==> src/sv/multiplexed_led_pwm_scanner_unit_assert.svh <==
// ---------------------------------------------------------------------------
// LED PWM scanner assertion macros
// Concurrent assertion helpers used by the scanner RTL; empty under SYNTH.
// ---------------------------------------------------------------------------
`ifndef MULTIPLEXED_LED_PWM_SCANNER_UNIT_ASSERT_SVH
`define MULTIPLEXED_LED_PWM_SCANNER_UNIT_ASSERT_SVH

`ifndef SYNTH

// expr must hold at every clock edge outside reset
`define MLPS_ASSERT_ALWAYS(lbl, clk, rst, expr) \
   lbl: assert property (@(posedge clk) disable iff (rst) (expr)) \
      else $error("scanner assertion failed");

// cons must hold in the same cycle as ante
`define MLPS_ASSERT_IMPLY(lbl, clk, rst, ante, cons) \
   lbl: assert property (@(posedge clk) disable iff (rst) (ante) |-> (cons)) \
      else $error("scanner assertion failed");

// cons must hold in the cycle after ante
`define MLPS_ASSERT_NEXT(lbl, clk, rst, ante, cons) \
   lbl: assert property (@(posedge clk) disable iff (rst) (ante) |=> (cons)) \
      else $error("scanner assertion failed");

`else

`define MLPS_ASSERT_ALWAYS(lbl, clk, rst, expr)
`define MLPS_ASSERT_IMPLY(lbl, clk, rst, ante, cons)
`define MLPS_ASSERT_NEXT(lbl, clk, rst, ante, cons)

`endif

`endif

==> src/sv/mlps_pkg.sv <==
// ---------------------------------------------------------------------------
// LED PWM scanner package
// Shared sizes, codes, types and helper functions of the scanner.
// ---------------------------------------------------------------------------
`default_nettype none

package mlps_pkg;

   localparam int ROWS    = 8;
   localparam int COLUMNS = 16;
   localparam int LEVELS  = 15;
   localparam int COLORS  = 3;

   localparam int LEVEL_W   = 4;
   localparam int ROW_W     = $clog2(ROWS);
   localparam int ROW_CNT_W = $clog2(ROWS + 1);
   localparam int COL_W     = $clog2(COLUMNS);
   localparam int IN_LVL_W  = 8;
   localparam int CSR_W     = 4;

   localparam logic [LEVEL_W-1:0]   MAX_INTENSITY   = 4'd15;
   localparam logic [CSR_W-1:0]     SCAN_ROWS_RESET = 4'd7;
   localparam logic [LEVEL_W-1:0]   LEVEL_LIMIT     = LEVEL_W'(LEVELS);
   localparam logic [ROW_CNT_W-1:0] ROW_LIMIT       = ROW_CNT_W'(ROWS);

   typedef enum logic {
      FUNC_SET  = 1'b0,
      FUNC_TICK = 1'b1
   } func_type;

   typedef enum logic [1:0] {
      COLOR_RED   = 2'd0,
      COLOR_GREEN = 2'd1,
      COLOR_BLUE  = 2'd2
   } color_type;

   typedef logic [COLUMNS-1:0][LEVEL_W-1:0] plane_type;
   typedef plane_type [COLORS-1:0]          row_data_type;

   typedef struct packed {
      logic             rd_en;
      logic [ROW_W-1:0] rd_addr;
      logic             wr_en;
      logic [ROW_W-1:0] wr_addr;
      row_data_type     wr_data;
   } mem_cmd_type;

   typedef struct packed {
      logic [ROW_W-1:0]   active_row;
      logic [ROW_W-1:0]   previous_row;
      logic [LEVEL_W-1:0] level;
   } scan_state_type;

   function automatic logic [LEVEL_W-1:0] sat_level(input logic [IN_LVL_W-1:0] v);
      logic [LEVEL_W-1:0] r;
      r = (v >= IN_LVL_W'(MAX_INTENSITY)) ? MAX_INTENSITY : v[LEVEL_W-1:0];
      return r;
   endfunction

   // thermometer compare: column lit while the plane index is below its level
   function automatic logic [COLUMNS-1:0] plane_word(input plane_type p,
                                                     input logic [LEVEL_W-1:0] lvl);
      logic [COLUMNS-1:0] w;
      for (int c = 0; c < COLUMNS; c++) begin
         w[c] = (lvl < p[c]);
      end
      return w;
   endfunction

endpackage

`default_nettype wire

==> src/sv/mlps_frame_mem.sv <==
// ---------------------------------------------------------------------------
// LED PWM scanner frame store
// One row of all three colors per entry; registered read, per-row valid bits.
// ---------------------------------------------------------------------------
`default_nettype none

`include "multiplexed_led_pwm_scanner_unit_assert.svh"

module mlps_frame_mem
   import mlps_pkg::*;
(
   input  logic         clock,
   input  logic         reset,
   input  mem_cmd_type  mem_cmd,
   output row_data_type rd_data
);

   row_data_type     store_ff [ROWS];
   row_data_type     rd_data_ff;
   logic             rd_valid_ff;
   logic [ROWS-1:0]  valid_ff;
   logic [ROWS-1:0]  valid_in;

   always_ff @(posedge clock) begin
      if (mem_cmd.wr_en) begin
         store_ff[mem_cmd.wr_addr] <= mem_cmd.wr_data;
      end
      if (mem_cmd.rd_en) begin
         rd_data_ff <= store_ff[mem_cmd.rd_addr];
      end
   end

   always_comb begin
      valid_in = valid_ff;
      if (mem_cmd.wr_en) begin
         valid_in[mem_cmd.wr_addr] = 1'b1;
      end
   end

   // rows never written since reset read back as all off
   always_ff @(posedge clock) begin
      if (reset) begin
         valid_ff    <= '0;
         rd_valid_ff <= 1'b0;
      end else begin
         valid_ff <= valid_in;
         if (mem_cmd.rd_en) begin
            rd_valid_ff <= valid_ff[mem_cmd.rd_addr];
         end
      end
   end

   assign rd_data = rd_valid_ff ? rd_data_ff : '0;

   `MLPS_ASSERT_ALWAYS(a_no_rd_wr_overlap, clock, reset, !(mem_cmd.rd_en && mem_cmd.wr_en))
   `MLPS_ASSERT_NEXT(a_wr_sets_valid, clock, reset, mem_cmd.wr_en, valid_ff[$past(mem_cmd.wr_addr)])

endmodule

`default_nettype wire

==> src/sv/mlps_scan_ctrl.sv <==
// ---------------------------------------------------------------------------
// LED PWM scanner scan counters
// PWM level and row counters plus the scan length register.
// ---------------------------------------------------------------------------
`default_nettype none

`include "multiplexed_led_pwm_scanner_unit_assert.svh"

module mlps_scan_ctrl
   import mlps_pkg::*;
(
   input  logic                 clock,
   input  logic                 reset,
   input  logic                 csr_write_en,
   input  logic [CSR_W-1:0]     csr_write_data,
   input  logic                 advance,
   output logic [ROW_W-1:0]     next_row,
   output scan_state_type       scan_state
);

   logic [CSR_W-1:0]     scan_rows_ff;
   logic [LEVEL_W-1:0]   level_ff, level_in;
   logic [ROW_W-1:0]     row_ff, row_in;
   logic [ROW_W-1:0]     last_row_ff, last_row_in;
   logic [ROW_CNT_W-1:0] limit;
   logic [ROW_CNT_W-1:0] row_inc;
   logic [LEVEL_W-1:0]   level_inc;
   logic [ROW_W-1:0]     row_wrap;
   logic                 wrap;

   // zero scans one row, anything above the array scans all rows
   always_comb begin
      if (scan_rows_ff == '0) begin
         limit = ROW_CNT_W'(1);
      end else if (scan_rows_ff > CSR_W'(ROW_LIMIT)) begin
         limit = ROW_LIMIT;
      end else begin
         limit = ROW_CNT_W'(scan_rows_ff);
      end
   end

   assign level_inc = level_ff + LEVEL_W'(1);
   assign wrap      = (level_inc >= LEVEL_LIMIT);
   assign row_inc   = ROW_CNT_W'(row_ff) + ROW_CNT_W'(1);
   assign row_wrap  = (row_inc >= limit) ? '0 : row_inc[ROW_W-1:0];
   assign next_row  = wrap ? row_wrap : row_ff;

   always_comb begin
      level_in    = level_ff;
      row_in      = row_ff;
      last_row_in = last_row_ff;
      if (advance) begin
         level_in = wrap ? '0 : level_inc;
         if (wrap) begin
            last_row_in = row_ff;
            row_in      = row_wrap;
         end
      end
   end

   always_ff @(posedge clock) begin
      if (reset) begin
         scan_rows_ff <= SCAN_ROWS_RESET;
         level_ff     <= '0;
         row_ff       <= '0;
         last_row_ff  <= '0;
      end else begin
         if (csr_write_en) begin
            scan_rows_ff <= csr_write_data;
         end
         level_ff    <= level_in;
         row_ff      <= row_in;
         last_row_ff <= last_row_in;
      end
   end

   assign scan_state.active_row   = row_ff;
   assign scan_state.previous_row = last_row_ff;
   assign scan_state.level        = level_ff;

   `MLPS_ASSERT_ALWAYS(a_level_in_range, clock, reset, level_ff < LEVEL_LIMIT)
   `MLPS_ASSERT_NEXT(a_prev_row_holds, clock, reset, !(advance && wrap), $stable(last_row_ff))

endmodule

`default_nettype wire

==> src/sv/multiplexed_led_pwm_scanner_unit.sv <==
// ---------------------------------------------------------------------------
// Multiplexed LED PWM scanner
// Frame store and scan engine for a row-multiplexed RGB LED array.
// ---------------------------------------------------------------------------
// Usage:
//   A transaction is taken on the rising edge where start is high and busy
//   is low. req_func selects a set (store one LED's three levels, saturated
//   at 15) or a tick (advance the PWM level; on wrap advance the row).
//   The frame store is read in the cycle after the transaction is taken and
//   a set writes the merged row back in the same cycle, so busy is high for
//   exactly one cycle and start is not taken while busy, set or tick alike.
//   A tick returns one result: rsp_strobe is high for one cycle, the cycle
//   after busy, with the row numbers, level and green, blue, red column
//   words. The receiver cannot stall; the words hold until the next result.
//   A set returns nothing.
//   csr_write_en / csr_write_data load the scan length; write it only while
//   the block is idle.
//   Reset clears the counters, sets the scan length to 7 and marks every row
//   of the frame store as off at once through per-row valid bits, so there
//   is no clearing pass and start is taken right after reset.
// ---------------------------------------------------------------------------
`default_nettype none

`include "multiplexed_led_pwm_scanner_unit_assert.svh"

module multiplexed_led_pwm_scanner_unit
   import mlps_pkg::*;
(
   input  logic                clock,
   input  logic                reset,
   input  logic                start,
   output logic                busy,
   input  logic                req_func,
   input  logic [1:0]          req_panel,
   input  logic [1:0]          req_row_in,
   input  logic [1:0]          req_column_in,
   input  logic [IN_LVL_W-1:0] req_red_level,
   input  logic [IN_LVL_W-1:0] req_green_level,
   input  logic [IN_LVL_W-1:0] req_blue_level,
   input  logic                csr_write_en,
   input  logic [CSR_W-1:0]    csr_write_data,
   output logic                rsp_strobe,
   output logic [ROW_W-1:0]    rsp_active_row,
   output logic [ROW_W-1:0]    rsp_previous_row,
   output logic [LEVEL_W-1:0]  rsp_pwm_level,
   output logic [COLUMNS-1:0]  rsp_word_green,
   output logic [COLUMNS-1:0]  rsp_word_blue,
   output logic [COLUMNS-1:0]  rsp_word_red
);

   typedef enum logic [1:0] {
      ST_IDLE = 2'b01,
      ST_EXEC = 2'b10
   } state_type;

   state_type          state_ff, state_in;
   logic               func_ff;
   logic [ROW_W-1:0]   row_ff;
   logic [COL_W-1:0]   col_ff;
   logic [LEVEL_W-1:0] red_ff, green_ff, blue_ff;

   logic               rsp_strobe_ff, rsp_strobe_in;
   logic [ROW_W-1:0]   rsp_active_row_ff, rsp_previous_row_ff;
   logic [LEVEL_W-1:0] rsp_pwm_level_ff;
   logic [COLUMNS-1:0] rsp_word_green_ff, rsp_word_blue_ff, rsp_word_red_ff;

   logic               accept;
   logic               advance;
   logic [ROW_W-1:0]   set_row;
   logic [ROW_W-1:0]   next_row;
   scan_state_type     scan_state;
   mem_cmd_type        mem_cmd;
   row_data_type       rd_data;
   row_data_type       merged;

   assign busy    = (state_ff == ST_EXEC);
   assign accept  = start && !busy;
   assign advance = accept && (req_func == FUNC_TICK);
   assign set_row = {req_panel[0], req_row_in};

   mlps_scan_ctrl u_scan (
      .clock          (clock),
      .reset          (reset),
      .csr_write_en   (csr_write_en),
      .csr_write_data (csr_write_data),
      .advance        (advance),
      .next_row       (next_row),
      .scan_state     (scan_state)
   );

   always_comb begin
      merged                      = rd_data;
      merged[COLOR_RED][col_ff]   = red_ff;
      merged[COLOR_GREEN][col_ff] = green_ff;
      merged[COLOR_BLUE][col_ff]  = blue_ff;
   end

   // a tick reads the row it is about to show, a set reads the row to merge
   always_comb begin
      mem_cmd.rd_en   = accept;
      mem_cmd.rd_addr = (req_func == FUNC_TICK) ? next_row : set_row;
      mem_cmd.wr_en   = busy && (func_ff == FUNC_SET);
      mem_cmd.wr_addr = row_ff;
      mem_cmd.wr_data = merged;
   end

   mlps_frame_mem u_mem (
      .clock   (clock),
      .reset   (reset),
      .mem_cmd (mem_cmd),
      .rd_data (rd_data)
   );

   always_comb begin
      state_in      = state_ff;
      rsp_strobe_in = 1'b0;
      case (state_ff)
         ST_IDLE: begin
            if (accept) begin
               state_in = ST_EXEC;
            end
         end
         ST_EXEC: begin
            state_in      = ST_IDLE;
            rsp_strobe_in = (func_ff == FUNC_TICK);
         end
         default: begin
            state_in = ST_IDLE;
         end
      endcase
   end

   always_ff @(posedge clock) begin
      if (reset) begin
         state_ff      <= ST_IDLE;
         rsp_strobe_ff <= 1'b0;
      end else begin
         state_ff      <= state_in;
         rsp_strobe_ff <= rsp_strobe_in;
      end
   end

   always_ff @(posedge clock) begin
      if (accept) begin
         func_ff  <= req_func;
         row_ff   <= set_row;
         col_ff   <= COL_W'({req_panel[1], req_column_in});
         red_ff   <= sat_level(req_red_level);
         green_ff <= sat_level(req_green_level);
         blue_ff  <= sat_level(req_blue_level);
      end
      if (rsp_strobe_in) begin
         rsp_active_row_ff   <= scan_state.active_row;
         rsp_previous_row_ff <= scan_state.previous_row;
         rsp_pwm_level_ff    <= scan_state.level;
         rsp_word_green_ff   <= plane_word(rd_data[COLOR_GREEN], scan_state.level);
         rsp_word_blue_ff    <= plane_word(rd_data[COLOR_BLUE], scan_state.level);
         rsp_word_red_ff     <= plane_word(rd_data[COLOR_RED], scan_state.level);
      end
   end

   assign rsp_strobe       = rsp_strobe_ff;
   assign rsp_active_row   = rsp_active_row_ff;
   assign rsp_previous_row = rsp_previous_row_ff;
   assign rsp_pwm_level    = rsp_pwm_level_ff;
   assign rsp_word_green   = rsp_word_green_ff;
   assign rsp_word_blue    = rsp_word_blue_ff;
   assign rsp_word_red     = rsp_word_red_ff;

   `MLPS_ASSERT_NEXT(a_accept_sets_busy, clock, reset, accept, busy)
   `MLPS_ASSERT_IMPLY(a_strobe_after_tick, clock, reset, rsp_strobe_ff, $past(busy && (func_ff == FUNC_TICK)))

endmodule

`default_nettype wire
==> config.mk <==
export PLATFORM = sky130hd
export DESIGN_NAME = multiplexed_led_pwm_scanner_unit
export DESIGN_NICKNAME = d
export VERILOG_FILES = /design/src/sv/mlps_pkg.sv /design/src/sv/mlps_frame_mem.sv /design/src/sv/mlps_scan_ctrl.sv /design/src/sv/multiplexed_led_pwm_scanner_unit.sv
export VERILOG_INCLUDE_DIRS = /design/src /design/src/sv
export SDC_FILE = /design/constraint.sdc
export NUM_CORES = 2
export LEC_CHECK = 0
export ABC_CLOCK_PERIOD_IN_PS = 14900
export BUFFER_PORTS_ARGS = -buffer_cell sky130_fd_sc_hd__buf_2
export CAP_MARGIN = 20
export CORE_UTILIZATION = 40
export DETAILED_ROUTE_END_ITERATION = 10
export GPL_ROUTABILITY_DRIVEN = 0
export SLEW_MARGIN = 20
export SYNTH_ARGS = -nofsm -noshare
export SYNTH_HDL_FRONTEND = slang
export SYNTH_SLANG_ARGS = --single-unit
==> constraint.sdc <==
create_clock -name clock -period 14.9 [get_ports clock]
set_clock_uncertainty 0.15 [all_clocks]
set_input_delay 1.49 -clock clock [delete_from_list [all_inputs] [get_ports clock]]
set_output_delay 1.49 -clock clock [all_outputs]
set_load 0.1 [all_outputs]
==> results.md <==
Floorplanning:
- The total area inside the core boundary comes to about 180000 µm².
- The overall die height is 427 µm.
- The number of rows in the core area is between 150 and 200.
- just under 100 I/O pins were placed.
- Once the floorplan was initialized, standard cells occupied about two fifths of the core.
- The floorplan step set the die width to 427 µm.
- The die covers ~180000 µm².

STA:
- The slew at the pin closest to its max-slew limit is 1060 ps.
- Timing would allow up to roughly 0.16 GHz.
- In the final timing run, aggregate negative setup slack is 0 ps.
- In this run the tightest slew margin relative to its limit is between 20 and 30%.
- The fraction of the cycle the final worst path needs is roughly 43%.
- Setup violations remaining at the end of the flow were counted as 0.
- The clock period minus final worst setup slack is 6410 ps.
- Setup repair after global routing left no endpoint under its margin.
- The number of hold violations in the final report came to 0.
- The worst slack on hold paths is approximately 280 ps.
- The number of pins exceeding their max-slew limit in the final report is 0.

CTS:
- The number of CTS-inserted buffers is between 150 and 200.
- The post-cts sizing count is 0.
- Clock-pin slew was measured on the worst setup and hold paths at 60 ps.
- TritonCTS built the clock tree.
- The root buffer cell chosen for the clock tree is sky130_fd_sc_hd__clkbuf_16.
- For this design, the CTS-stage hold fixing added 0 buffers.
- The insertion delay of the later-clocked pin in the worst-skew pair is roughly 800 ps.
- The buffer count from post-CTS setup fixing is 0.
- The count of H-tree levels built during CTS is 4.
- No sink is reached through more buffers than the 3 on the longest clock path.
- The CTS sink count is roughly 1800.

Synthesis:
- The cell area after technology mapping is 72300 µm².
- The most used flip-flop cell after synthesis is sky130_fd_sc_hd__edfxtp_1.
- Averaged over all synthesized cells, the footprint is slightly above 20 µm².
- Synthesis instantiated between 40 and 50 different standard cells from the library.
- In this run, synthesis produced a sequential element count of roughly 1800.
- The synthesized netlist net count is around 3700.
- The count of flip-flops with a built-in enable after synthesis is ~1800.
- After synthesis, the share of flip-flops with an asynchronous set or reset is 0%.
- The number of synthesis warnings is 0.
- Sequential elements use between 70 and 80% of the synthesized area.
- The cell count after synthesis is roughly 3500.

Worst setup path:
- The reg2reg setup slack is 8490 ps.
- The worst setup path is launched from a flip-flop.
- The data required time of the critical path is 15290 ps.
- The kind of critical path is flip-flop to flip-flop.
- The type of destination of the critical path is a flip-flop.
- The worst path arrival time is 6810 ps.
- In this run the worst path has a maximum fanout of 99.

Final layout:
- Excluding fillers, the count of instances in the completed layout stands at 6233.
- The repair_antennas step left the layout with diodes totalling 0.
- After the last flow step, the layout net total stands at between 3000 and 4000.
- The signed area change from the synthesized netlist to the final layout is 12.7%.
- The fraction of layout instances using a drive strength above 1 is a little over a quarter.

Routing:
- The violation count after the first detailed-route iteration is about 2600.
- The final route contains 33500 vias.
- The remaining antenna violation count is 0.
- The number of detailed-routing iterations run before antenna repair is 5.
- The average wire length per cell after detail routing is roughly 25 µm.
- Wires add up to about 150000 µm.
- For this run, design rule violations remaining after detail routing come to 0.
- The vias per cell is about 5.4.

Place:
- The number of buffers inserted by port buffering is about 100.
- The count of placed standard cells including taps is between 5000 and 6000.
- The wire-length estimate of the detail-placed layout is approximately 75000 µm.

Global routing:
- The total congestion overflow after global routing is 0.
- The initial antenna violation count was 0.
- The first global-routing pass estimated 230000 µm of wire.
- The pin count of the biggest net entering global routing is 111.
- The number of global-route vias before repair is ~35000.
- The total global routing track utilization is approximately 17%.

Pwr:
- The power density over the cells is between 100 and 150 nW/µm².
- VDD sags by at most around 0.11 mV.
- For this design the static power due to leakage is between 20 and 30 nW.

Outcome:
- The run finished with clean final reports.

Worst hold path:
- The path class of the tightest hold or removal check is flip-flop to flip-flop.

Flow run:
- Max-cap violations in this run came to 0.
-- state kept, by name, indices dropped and copies added, names as in the netlist, 4 cells and up --
signal / count
u_mem.valid_ff: 8
blue_ff: 4
rsp_word_blue: 16
u_scan.level_ff: 4
rsp_word_green: 16
rsp_word_red: 16
u_scan.scan_rows_ff: 4
red_ff: 4
green_ff: 4
u_mem.store_ff: 1536
u_mem.rd_data_ff: 192
rsp_pwm_level: 4
-- power breakdown --
| group | leakage, nW | internal (mW) | total, mW | switching [mW] |
|---|---|---|---|---|
| Combinational | 6.89 | 0.221 | 0.560 | 0.340 |
| Sequential | 16.9 | 5.76 | 5.78 | 0.0235 |
| Clock | 2.92 | 2.65 | 4.56 | 1.91 |
-- final timing paths --
kind,cells after the start,from,to
worst max-delay path,13,u_scan.row_ff[0],u_mem.rd_data_ff[5]
worst min register to register,0,u_scan.last_row_ff[0],rsp_previous_row[0]
worst max register to register,13,u_scan.row_ff[0],u_mem.rd_data_ff[5]
worst min-delay path,0,u_scan.last_row_ff[0],rsp_previous_row[0]
-- cells by family (layout without fill, tap and decap cells) --
family	after synthesis	count (layout)	synth area share, %
DFF	1831	1831	75.7
AOI/OAI and AO/OA	277	277	2.18
and+or+nand+nor	449	449	2.77
muxes	580	580	15.0
buffers and inverters	253	589	1.76
adders and majority gates	151	151	2.61
xor gates and xnor gates	1	1	0.0121
-- synth_stat cells (2+ instances only) --
master                     count  area, µm²
sky130_fd_sc_hd__a211oi_1      2       15.0
sky130_fd_sc_hd__a21boi_0     50        375
sky130_fd_sc_hd__a21oi_1      57        285
sky130_fd_sc_hd__a221o_1       2       20.0
sky130_fd_sc_hd__a31oi_1       3       18.8
sky130_fd_sc_hd__and2_1       25        156
sky130_fd_sc_hd__and3_1        6       37.5
sky130_fd_sc_hd__and3b_1       2       17.5
sky130_fd_sc_hd__buf_1        26       97.6
sky130_fd_sc_hd__buf_2         5       25.0
sky130_fd_sc_hd__buf_4         4       30.0
sky130_fd_sc_hd__buf_6        39        439
sky130_fd_sc_hd__clkbuf_1     85        319
sky130_fd_sc_hd__clkbuf_2      8       40.0
sky130_fd_sc_hd__dfxtp_1      26        521
sky130_fd_sc_hd__edfxtp_1   1805      54200
sky130_fd_sc_hd__ha_1        151       1890
sky130_fd_sc_hd__inv_1        86        323
sky130_fd_sc_hd__mux2_2      192       2160
sky130_fd_sc_hd__mux2i_1       4       40.0
sky130_fd_sc_hd__mux4_2      384       8650
sky130_fd_sc_hd__nand2_1     281       1050
sky130_fd_sc_hd__nand2b_1     67        419
sky130_fd_sc_hd__nand3_1       6       30.0
sky130_fd_sc_hd__nor2_1       41        154
sky130_fd_sc_hd__nor3_1        9       45.0
sky130_fd_sc_hd__nor3b_1       3       22.5
sky130_fd_sc_hd__nor4_1        3       18.8
sky130_fd_sc_hd__o211ai_1      2       15.0
sky130_fd_sc_hd__o21ai_0     149        746
sky130_fd_sc_hd__o41ai_1       2       17.5
-- critical path, cell delays in order, from the launching register on --
cell and delay (ps):
sky130_fd_sc_hd__dfxtp_1 480, sky130_fd_sc_hd__ha_1 280, sky130_fd_sc_hd__xor2_1 160, sky130_fd_sc_hd__ha_1 260
sky130_fd_sc_hd__a21o_1 180, sky130_fd_sc_hd__a221o_1 430, sky130_fd_sc_hd__nor2_1 120, sky130_fd_sc_hd__a211o_1 190
sky130_fd_sc_hd__and2_4 530, sky130_fd_sc_hd__buf_4 750, sky130_fd_sc_hd__buf_12 610, sky130_fd_sc_hd__buf_4 780
sky130_fd_sc_hd__mux4_2 590, sky130_fd_sc_hd__mux2_2 270
-- layout by cell type (no fill, tap or decap), types with 67 or more instances in the layout --
master / Yosys / final
sky130_fd_sc_hd__edfxtp_1: 1805 / 1805
sky130_fd_sc_hd__ha_1: 151 / 151
sky130_fd_sc_hd__mux2_2: 192 / 192
sky130_fd_sc_hd__nand2_1: 281 / 281
sky130_fd_sc_hd__clkbuf_16: 0 / 190
sky130_fd_sc_hd__mux4_2: 384 / 384
sky130_fd_sc_hd__nand2b_1: 67 / 67
sky130_fd_sc_hd__buf_2: 5 / 98
sky130_fd_sc_hd__o21ai_0: 149 / 149
sky130_fd_sc_hd__inv_1: 86 / 85
-- layer usage --
| layer | track usage [%] | vias to the layer above | wire length (µm) |
|---|---|---|---|
| li1 | - | 14700 | - |
| met1 | 22.9 | 17900 | 66300 |
| met2 | 29.2 | 693 | 77600 |
| met3 | 2.24 | 230 | 5890 |
| met4 | 4.65 | 0 | 3170 |
| met5 | 0 | - | 0 |
-- through the flow --
step	cell area, µm²	util [%]	setup WS (ps)	total power, mW
2_1_floorplan	72300	-	4580	6.30
6_report	81500	45.5	8490	10.9
3_5_place_dp	75600	42.2	8340	6.47
5_1_grt	81500	45.5	7870	11.3
3_3_place_gp	75500	42.2	8360	6.46
4_1_cts	81500	45.5	8330	11.0
-- layout make-up --
class | count | area [µm²]
Clock inverter | 125 | 1100
Fill cell | 14900 | 97500
Timing Repair Buffer | 162 | 1100
Multi-Input combinational cell | 1458 | 16400
Sequential cell | 1831 | 54700
Inverter | 86 | 330
Clock buffer | 216 | 4860
Tap cell | 2355 | 2950
(Power assumes the default switching activity.)
